**config.mk**
```make
export PLATFORM = sky130hd
export DESIGN_NAME = sqtpm_ctrl
export DESIGN_NICKNAME = d
export VERILOG_FILES = /design/src/sv/sqtpm_pkg.sv /design/src/sv/sqtpm_ctrl.sv
export SDC_FILE = /design/constraint.sdc
export NUM_CORES = 1
export LEC_CHECK = 0
export ABC_AREA = 1
export BUFFER_PORTS_ARGS = -buffer_cell sky130_fd_sc_hd__buf_2
export CAP_MARGIN = 20
export CORE_AREA = 3 3 107 78
export CTS_BUF_LIST = sky130_fd_sc_hd__clkbuf_8
export CTS_CLUSTER_DIAMETER = 80
export DETAILED_ROUTE_END_ITERATION = 10
export DIE_AREA = 0 0 110 81
export PLACE_DENSITY = 0.82
export SYNTH_ARGS = -nofsm -noshare
export SYNTH_HDL_FRONTEND = slang
export SYNTH_SLANG_ARGS = --single-unit
```
**constraint.sdc**
```tcl
create_clock -name clk_i -period 2.7 [get_ports clk_i]
set_clock_uncertainty 0.1 [all_clocks]
set_input_delay 0.27 -clock clk_i [delete_from_list [all_inputs] [get_ports clk_i]]
set_output_delay 0.27 -clock clk_i [all_outputs]
set_load 0.01 [all_outputs]
```
**src/sv/sqtpm_pkg.sv**
```systemverilog
`timescale 1ns / 1ps
// Shared types, constants and the test pairing table of the point matcher.
// Used by every module of the block; depends on nothing.
package sqtpm_pkg;

  localparam int DEF_MAX_POINTS = 16;
  localparam int DEF_MAX_HITS   = 63;

  localparam int COORD_W    = 11;
  localparam int IDX_W      = 6;
  localparam int DIST_W     = 23;
  localparam int TOL_W      = 12;
  localparam int SIDE_W     = 11;
  localparam int TRI_TOT_W  = 16;
  localparam int SQ_TOT_W   = 20;
  localparam int KIND_W     = 2;
  localparam int CFG_IDX_W  = 3;
  localparam int CFG_DATA_W = 12;
  localparam int IN_DATA_W  = 24;
  localparam int OUT_DATA_W = 64;
  localparam int SLOT_CNT   = 8;

  localparam logic [TOL_W-1:0]  TOL_RST    = 12'd48;
  localparam logic [SIDE_W-1:0] TRI_LO_RST = 11'd15;
  localparam logic [SIDE_W-1:0] TRI_HI_RST = 11'd27;
  localparam logic [SIDE_W-1:0] SQ_LO_RST  = 11'd25;
  localparam logic [SIDE_W-1:0] SQ_HI_RST  = 11'd35;

  typedef enum logic [CFG_IDX_W-1:0] {
    REG_TOL    = 3'd0,
    REG_TRI_LO = 3'd1,
    REG_TRI_HI = 3'd2,
    REG_SQ_LO  = 3'd3,
    REG_SQ_HI  = 3'd4
  } cfg_reg_e;

  typedef enum logic [KIND_W-1:0] {
    KIND_TRI  = 2'd0,
    KIND_SQ   = 2'd1,
    KIND_DONE = 2'd2
  } kind_e;

  typedef enum logic [2:0] {
    S12 = 3'd0,
    S13 = 3'd1,
    S14 = 3'd2,
    S23 = 3'd3,
    S24 = 3'd4,
    S34 = 3'd5
  } slot_e;

  typedef enum logic [1:0] {
    T_TRI = 2'd0,
    T_D2  = 2'd1,
    T_D3  = 2'd2,
    T_D4  = 2'd3
  } test_e;

  typedef struct packed {
    slot_e a;
    slot_e b;
  } pair_t;

  typedef struct packed {
    logic             dist_go;
    slot_e            dist_slot;
    logic [IDX_W-1:0] dist_pa;
    logic [IDX_W-1:0] dist_pb;
    logic             near_go;
    slot_e            near_a;
    slot_e            near_b;
    logic             acc_init;
    logic             acc_sq;
    logic             batch_clear;
    logic             tri_inc;
    logic             sq_inc;
    logic             cap_set;
    logic             emit_hit;
    logic             emit_sq;
    logic [IDX_W-1:0] ia;
    logic [IDX_W-1:0] ib;
    logic [IDX_W-1:0] ic;
    logic [IDX_W-1:0] id;
    logic             emit_done;
  } cmd_t;

  typedef struct packed {
    logic [IDX_W:0] held;
    logic           hit;
    logic           room;
    logic           out_free;
    test_e          diag;
  } sts_t;

  // Distance pairs compared at each step of a triangle or square test.
  function automatic pair_t near_pair(input test_e tk, input logic [2:0] step);
    pair_t p;
    p = '{a: S12, b: S23};
    case (tk)
      T_TRI: begin
        case (step)
          3'd0: p = '{a: S12, b: S23};
          3'd1: p = '{a: S23, b: S13};
          default: p = '{a: S13, b: S12};
        endcase
      end
      T_D2: begin
        case (step)
          3'd0: p = '{a: S12, b: S34};
          3'd1: p = '{a: S13, b: S23};
          3'd2: p = '{a: S23, b: S24};
          3'd3: p = '{a: S24, b: S14};
          default: p = '{a: S14, b: S13};
        endcase
      end
      T_D3: begin
        case (step)
          3'd0: p = '{a: S13, b: S24};
          3'd1: p = '{a: S12, b: S23};
          3'd2: p = '{a: S23, b: S34};
          3'd3: p = '{a: S34, b: S14};
          default: p = '{a: S14, b: S12};
        endcase
      end
      default: begin
        case (step)
          3'd0: p = '{a: S14, b: S23};
          3'd1: p = '{a: S12, b: S24};
          3'd2: p = '{a: S24, b: S34};
          3'd3: p = '{a: S34, b: S13};
          default: p = '{a: S13, b: S12};
        endcase
      end
    endcase
    return p;
  endfunction

endpackage

```
**src/sv/sqtpm_ctrl.sv**
```systemverilog
`timescale 1ns / 1ps
// Sequencer of the point matcher: walks triples and quadruples and issues
// distance, compare and emit commands. Depends on sqtpm_pkg.
module sqtpm_ctrl (
  input  logic             clk_i,
  input  logic             rst_ni,
  input  logic             start_i,
  input  sqtpm_pkg::sts_t  sts_i,
  output logic             in_ready_o,
  output sqtpm_pkg::cmd_t  cmd_o
);

  localparam int CW = sqtpm_pkg::IDX_W + 1;

  typedef enum logic [3:0] {
    ST_IDLE, ST_START, ST_TRI_D, ST_TRI_T, ST_TRI_R,
    ST_SQ_D, ST_SQ_T, ST_SQ_R, ST_NEXT, ST_DONE
  } state_e;

  state_e        state_q;
  logic [3:0]    step_q;
  logic [CW-1:0] i_q, j_q, k_q, l_q;
  logic          hit_go;
  sqtpm_pkg::pair_t pr;

  assign in_ready_o = (state_q == ST_IDLE);
  assign hit_go = !sts_i.hit || !sts_i.room || sts_i.out_free;

  always_comb begin
    cmd_o = '0;
    pr    = sqtpm_pkg::near_pair(sqtpm_pkg::T_TRI, step_q[2:0]);
    unique case (state_q)
      ST_START: cmd_o.batch_clear = 1'b1;
      ST_TRI_D: begin
        cmd_o.dist_go = (step_q < 4'd3);
        unique case (step_q[1:0])
          2'd0: begin
            cmd_o.dist_slot = sqtpm_pkg::S12;
            cmd_o.dist_pa = i_q[CW-2:0];
            cmd_o.dist_pb = j_q[CW-2:0];
          end
          2'd1: begin
            cmd_o.dist_slot = sqtpm_pkg::S13;
            cmd_o.dist_pa = i_q[CW-2:0];
            cmd_o.dist_pb = k_q[CW-2:0];
          end
          default: begin
            cmd_o.dist_slot = sqtpm_pkg::S23;
            cmd_o.dist_pa = j_q[CW-2:0];
            cmd_o.dist_pb = k_q[CW-2:0];
          end
        endcase
      end
      ST_SQ_D: begin
        cmd_o.dist_go = (step_q < 4'd3);
        cmd_o.dist_pb = l_q[CW-2:0];
        unique case (step_q[1:0])
          2'd0: begin
            cmd_o.dist_slot = sqtpm_pkg::S14;
            cmd_o.dist_pa = i_q[CW-2:0];
          end
          2'd1: begin
            cmd_o.dist_slot = sqtpm_pkg::S24;
            cmd_o.dist_pa = j_q[CW-2:0];
          end
          default: begin
            cmd_o.dist_slot = sqtpm_pkg::S34;
            cmd_o.dist_pa = k_q[CW-2:0];
          end
        endcase
      end
      ST_TRI_T: begin
        cmd_o.acc_init = (step_q == 4'd0);
        cmd_o.near_go  = (step_q < 4'd3);
        cmd_o.near_a   = pr.a;
        cmd_o.near_b   = pr.b;
      end
      ST_SQ_T: begin
        pr = sqtpm_pkg::near_pair(sts_i.diag, step_q[2:0]);
        cmd_o.acc_init = (step_q == 4'd0);
        cmd_o.acc_sq   = 1'b1;
        cmd_o.near_go  = (step_q < 4'd5);
        cmd_o.near_a   = pr.a;
        cmd_o.near_b   = pr.b;
      end
      ST_TRI_R, ST_SQ_R: begin
        cmd_o.tri_inc  = (state_q == ST_TRI_R) && sts_i.hit && hit_go;
        cmd_o.sq_inc   = (state_q == ST_SQ_R) && sts_i.hit && hit_go;
        cmd_o.cap_set  = sts_i.hit && !sts_i.room;
        cmd_o.emit_hit = sts_i.hit && sts_i.room && sts_i.out_free;
        cmd_o.emit_sq  = (state_q == ST_SQ_R);
        cmd_o.ia = i_q[CW-2:0];
        cmd_o.ib = j_q[CW-2:0];
        cmd_o.ic = k_q[CW-2:0];
        cmd_o.id = (state_q == ST_SQ_R) ? l_q[CW-2:0] : '0;
      end
      ST_DONE: cmd_o.emit_done = sts_i.out_free;
      default: ;
    endcase
  end

  always_ff @(posedge clk_i or negedge rst_ni) begin
    if (!rst_ni) begin
      state_q <= ST_IDLE;
      step_q  <= '0;
      i_q <= '0;
      j_q <= '0;
      k_q <= '0;
      l_q <= '0;
    end else begin
      unique case (state_q)
        ST_IDLE: begin
          if (start_i) state_q <= ST_START;
        end
        ST_START: begin
          step_q <= '0;
          if (sts_i.held < CW'(3)) begin
            state_q <= ST_DONE;
          end else begin
            i_q <= CW'(0);
            j_q <= CW'(1);
            k_q <= CW'(2);
            state_q <= ST_TRI_D;
          end
        end
        ST_TRI_D, ST_SQ_D: begin
          step_q <= step_q + 4'd1;
          if (step_q == 4'd5) begin
            step_q  <= '0;
            state_q <= (state_q == ST_TRI_D) ? ST_TRI_T : ST_SQ_T;
          end
        end
        ST_TRI_T: begin
          step_q <= step_q + 4'd1;
          if (step_q == 4'd6) begin
            step_q  <= '0;
            state_q <= ST_TRI_R;
          end
        end
        ST_SQ_T: begin
          step_q <= step_q + 4'd1;
          if (step_q == 4'd8) begin
            step_q  <= '0;
            state_q <= ST_SQ_R;
          end
        end
        ST_TRI_R: begin
          if (hit_go) begin
            if (k_q + CW'(1) < sts_i.held) begin
              l_q <= k_q + CW'(1);
              state_q <= ST_SQ_D;
            end else begin
              state_q <= ST_NEXT;
            end
          end
        end
        ST_SQ_R: begin
          if (hit_go) begin
            if (l_q + CW'(1) < sts_i.held) begin
              l_q <= l_q + CW'(1);
              state_q <= ST_SQ_D;
            end else begin
              state_q <= ST_NEXT;
            end
          end
        end
        ST_NEXT: begin
          if (k_q + CW'(1) < sts_i.held) begin
            k_q <= k_q + CW'(1);
            state_q <= ST_TRI_D;
          end else if (j_q + CW'(2) < sts_i.held) begin
            j_q <= j_q + CW'(1);
            k_q <= j_q + CW'(2);
            state_q <= ST_TRI_D;
          end else if (i_q + CW'(3) < sts_i.held) begin
            i_q <= i_q + CW'(1);
            j_q <= i_q + CW'(2);
            k_q <= i_q + CW'(3);
            state_q <= ST_TRI_D;
          end else begin
            state_q <= ST_DONE;
          end
        end
        ST_DONE: begin
          if (sts_i.out_free) state_q <= ST_IDLE;
        end
        default: state_q <= ST_IDLE;
      endcase
    end
  end

  assert property (@(posedge clk_i) disable iff (!rst_ni)
    (state_q == ST_TRI_D) |-> (i_q < j_q && j_q < k_q && k_q < sts_i.held))
    else $error("triple indices out of order");

  assert property (@(posedge clk_i) disable iff (!rst_ni)
    (state_q == ST_SQ_D) |-> (k_q < l_q && l_q < sts_i.held))
    else $error("fourth index out of range");

  assert property (@(posedge clk_i) disable iff (!rst_ni)
    (state_q == ST_DONE && sts_i.out_free) |=> (state_q == ST_IDLE))
    else $error("done beat did not return to idle");

endmodule

```
==> results.json <==
{
  "core_area_um2": 7320,
  "grtUsageMet3_pct": 7.70,
  "yosysUniqueCellTypes": 39,
  "fin_ws_ps": 70.6,
  "wirelength_mm": 15.3,
  "sw_frac_of_total_pct": 53.7,
  "dp_hpwl_mm": 11.2,
  "cap_viol_max_count": 0,
  "p_int_uw": 1830,
  "p_leak_uw": 0.00293,
  "place_ws_ps": -58.5,
  "p_seq_share_pct": 21.2,
  "hold_viol_final": 29,
  "overflow": 0,
  "via_count": 5409,
  "synthMuxAreaShare_pct": 0.456,
  "rsz0062_at_grt": "yes",
  "yosys.area_share.simple_pct": 39.1,
  "critPathLaunchType": "register",
  "grtUsageMet1_pct": 44.9,
  "grt_pass1_wl_mm": 22.9,
  "grt_pass1_vias": 4718,
  "cp_max_fo": 8,
  "drive_gt1_share_pct": 23.6,
  "min_period_ps": 2630,
  "cts_root_buf": "clkbuf_8",
  "crit_path_frequent_cell": "nand2_1",
  "ir_drop_mv": 0.498,
  "gp_congestion": 0.965,
  "clk_pin_slew_worst_paths_ps": 90,
  "netSwitchingPower_uw": 2120,
  "die_h_um": 81,
  "numCtsBuffers": 5,
  "async_reset_ff_share_pct": 100,
  "cp.arrival_ps": 2740,
  "timing.rr.start": "i_q[2]",
  "violations": "hold timing",
  "synth_top_family_by_area": "simple AND/OR/NAND/NOR gates",
  "finish.net_count": 875,
  "syn_inst": 723,
  "ys_ff_latch": 36,
  "grt_usage_pct": 33.1,
  "outcome": "complete, but fails checks",
  "finalNonFillerCells": 921,
  "pwr_density_cell_nw_per_um2": 748,
  "wire_per_inst_um": 16.6,
  "grt_start_max_net_pins": 37,
  "critical_path_class": "register to register",
  "pwr-share-comb_pct": 65.9,
  "top_usage_layer": "met2",
  "yosysTopAreaCell": "dfrtp_1",
  "worstPathRequired_ps": 2810,
  "clk_path_buf_depth": 2,
  "total_power_uw": 3950,
  "cts_tree": "yes",
  "yosys_warnings": 0,
  "netlist_area_um2": 4390,
  "vias_per_cell": 5.87,
  "drcViolationCount": 0,
  "place_area_um2": 4960,
  "r2r_slack_ps": 70,
  "critPathLaunch": "i_q[2]",
  "synth_compound_area_share_pct": 14.0,
  "r2r_cells": 18,
  "holdWs_ps": -29.1,
  "antenna_found_initial": 0,
  "synthXorXnorAreaFrac_pct": 3.59,
  "critPathMaxStageDelay_ps": 450,
  "synth_flop_cell": "dfrtp_1",
  "cp-endpoint": "k_q[3]",
  "die_w_um": 110,
  "portBuffers": 71,
  "htreeDepth": 2,
  "syn_to_final_growth_pct": 20.4,
  "cp-end-kind": "register",
  "slew-limit-headroom_pct": 39.7,
  "drtPass1Iterations": 6,
  "fmax_mhz": 380,
  "hp-class": "input port to asynchronous set/reset pin",
  "cts_hold_buf": 0,
  "seq_area_frac_synth_pct": 20.5,
  "yosys.area.top_type_share_pct": 20.5,
  "syn-num-nets": 776,
  "numClockSinks": 36,
  "postSynthAreaPerCell_um2": 6.07,
  "setup_viol": 0,
  "ios": 72,
  "post-route-util_pct": 72.2,
  "period_share_pct": 97.4,
  "crit_chain": "ha_1, inv_1, nand2_2, nand2_1, nand2_1, nand2_2, inv_1, ha_1, nand2_1, inv_1, a21oi_2, nand2_2, nand2_2, nor2_4, nor2_4, inv_4, nand2_1, nand2_1",
  "fp-row-count": 26,
  "diodes": 0,
  "ant_nets": 0,
  "dp.cells": 900,
  "timing.rr.end": "k_q[3]",
  "ys_top_cells_by_area": "dfrtp_1 21%, nand2_1 19%, ha_1 11%",
  "grt_use_met2_pct": 51.5,
  "tightest_slew_ps": 904,
  "drv_slew": 0,
  "die_area_um2": 8910,
  "synthAdderAreaFrac_pct": 10.8,
  "slowest_stage": "dfrtp_2",
  "first_iter_violations": 799,
  "synth_edf_count": 0,
  "p_clk_share_pct": 12.9,
  "insertion_delay_ps": 310,
  "initial_core_util_pct": 59.9,
  "design_area_um2": 5280
}
-- state kept, by name (all words and copies together), names as in the netlist --
| signal | count |
|---|---|
| state_q | 4 |
| k_q | 7 |
| j_q | 7 |
| i_q | 7 |
| step_q | 4 |
| l_q | 7 |
-- power by group through the flow --
stage	Combinational [µW]	Clock (µW)	Sequential, µW
floorplan	1750	0	800
global placement	2290	0	831
detailed placement	2350	0	840
CTS	2380	506	830
global route	2840	540	851
finish	2600	511	837
-- kinds of logic (layout without fill, tap and decap cells) --
logic type,after synthesis,in the layout
AND/OR/NAND/NOR,396,398
XOR/XNOR,18,18
multiplexers,2,2
adder cells (fa/ha/maj),38,38
AO/OA/AOI/OAI,110,110
flip-flops,36,36
buffers and inverters,123,221
-- critical path: cells and delay by family (launching register included) --
| kind | cells | cell delay, ps |
|---|---|---|
| simple gates | 11 | 1020 |
| fa+ha+maj | 2 | 490 |
| flops | 1 | 450 |
| buf+inv | 4 | 300 |
| compound gates | 1 | 170 |
-- how the worst min path moves through the flow --
stage,from,end,depth (start not counted)
floorplan,rst_ni,i_q[0],0
global placement,rst_ni,l_q[6],1
detailed placement,rst_ni,l_q[6],1
CTS,rst_ni,l_q[6],1
global route,rst_ni,i_q[6],1
finish,rst_ni,l_q[6],1
-- cell usage after synthesis (3+ instances only) --
| cell type | n |
|---|---|
| clkbuf_1 | 5 |
| nor3_1 | 11 |
| buf_4 | 3 |
| a21oi_1 | 26 |
| nor2_1 | 91 |
| xnor2_1 | 3 |
| a21oi_2 | 4 |
| o32ai_1 | 3 |
| buf_2 | 8 |
| nand2_2 | 9 |
| inv_1 | 89 |
| xor2_1 | 15 |
| o21ai_1 | 10 |
| o21ai_0 | 47 |
| o22ai_1 | 14 |
| nand2_1 | 217 |
| nand3_2 | 3 |
| nor2_4 | 6 |
| nor2_2 | 5 |
| dfrtp_1 | 36 |
| inv_2 | 11 |
| nand3_1 | 44 |
| ha_1 | 38 |
-- placed cells by master, fill, tap and decap left out, types with 14 or more instances in the layout --
cell and n:
o21ai_0 44, inv_1 85, nand3_1 43, a21oi_1 24, buf_4 38, ha_1 35
nand2_2 17, dfrtp_1 34, nand2_1 208, buf_2 71, nor2_1 85, xor2_1 15
o22ai_1 14
-- cell type report --
cell class / instances / area, µm²
well taps: 98 / 123
multi-input cells: 566 / 3090
clock inverters: 3 / 42.5
fillers: 627 / 2040
inverters: 103 / 399
repair buffers: 110 / 652
clock buffers: 5 / 68.8
flip-flops and latches: 36 / 903
-- routing by layer --
| layer | vias to the layer above | share of wire, % |
|---|---|---|
| met3 | 71 | 14 |
| met2 | 410 | 44 |
| met4 | 0 | 3.8 |
| met5 | - | 0 |
| li1 | 2507 | - |
| met1 | 2421 | 39 |
-- stage by stage --
stage	hold slack, ps	TNS, ps
after floorplan	-126	0
after global placement	322	0
after detailed placement	330	-340
after CTS	1.27	0
after global routing	39.0	-1410
final	-29.1	0
-- what timing repair did --
| item | 4_1_cts | 5_1_grt |
|---|---|---|
| resized for setup | 7 | 30 |
| gates cloned | 0 | 2 |
| pin swaps | 1 | 5 |
| buffers inserted | 3 | 8 |
| endpoints found under the setup margin | 17 | 42 |
No activity file was read; power rests on OpenSTA's default activity.
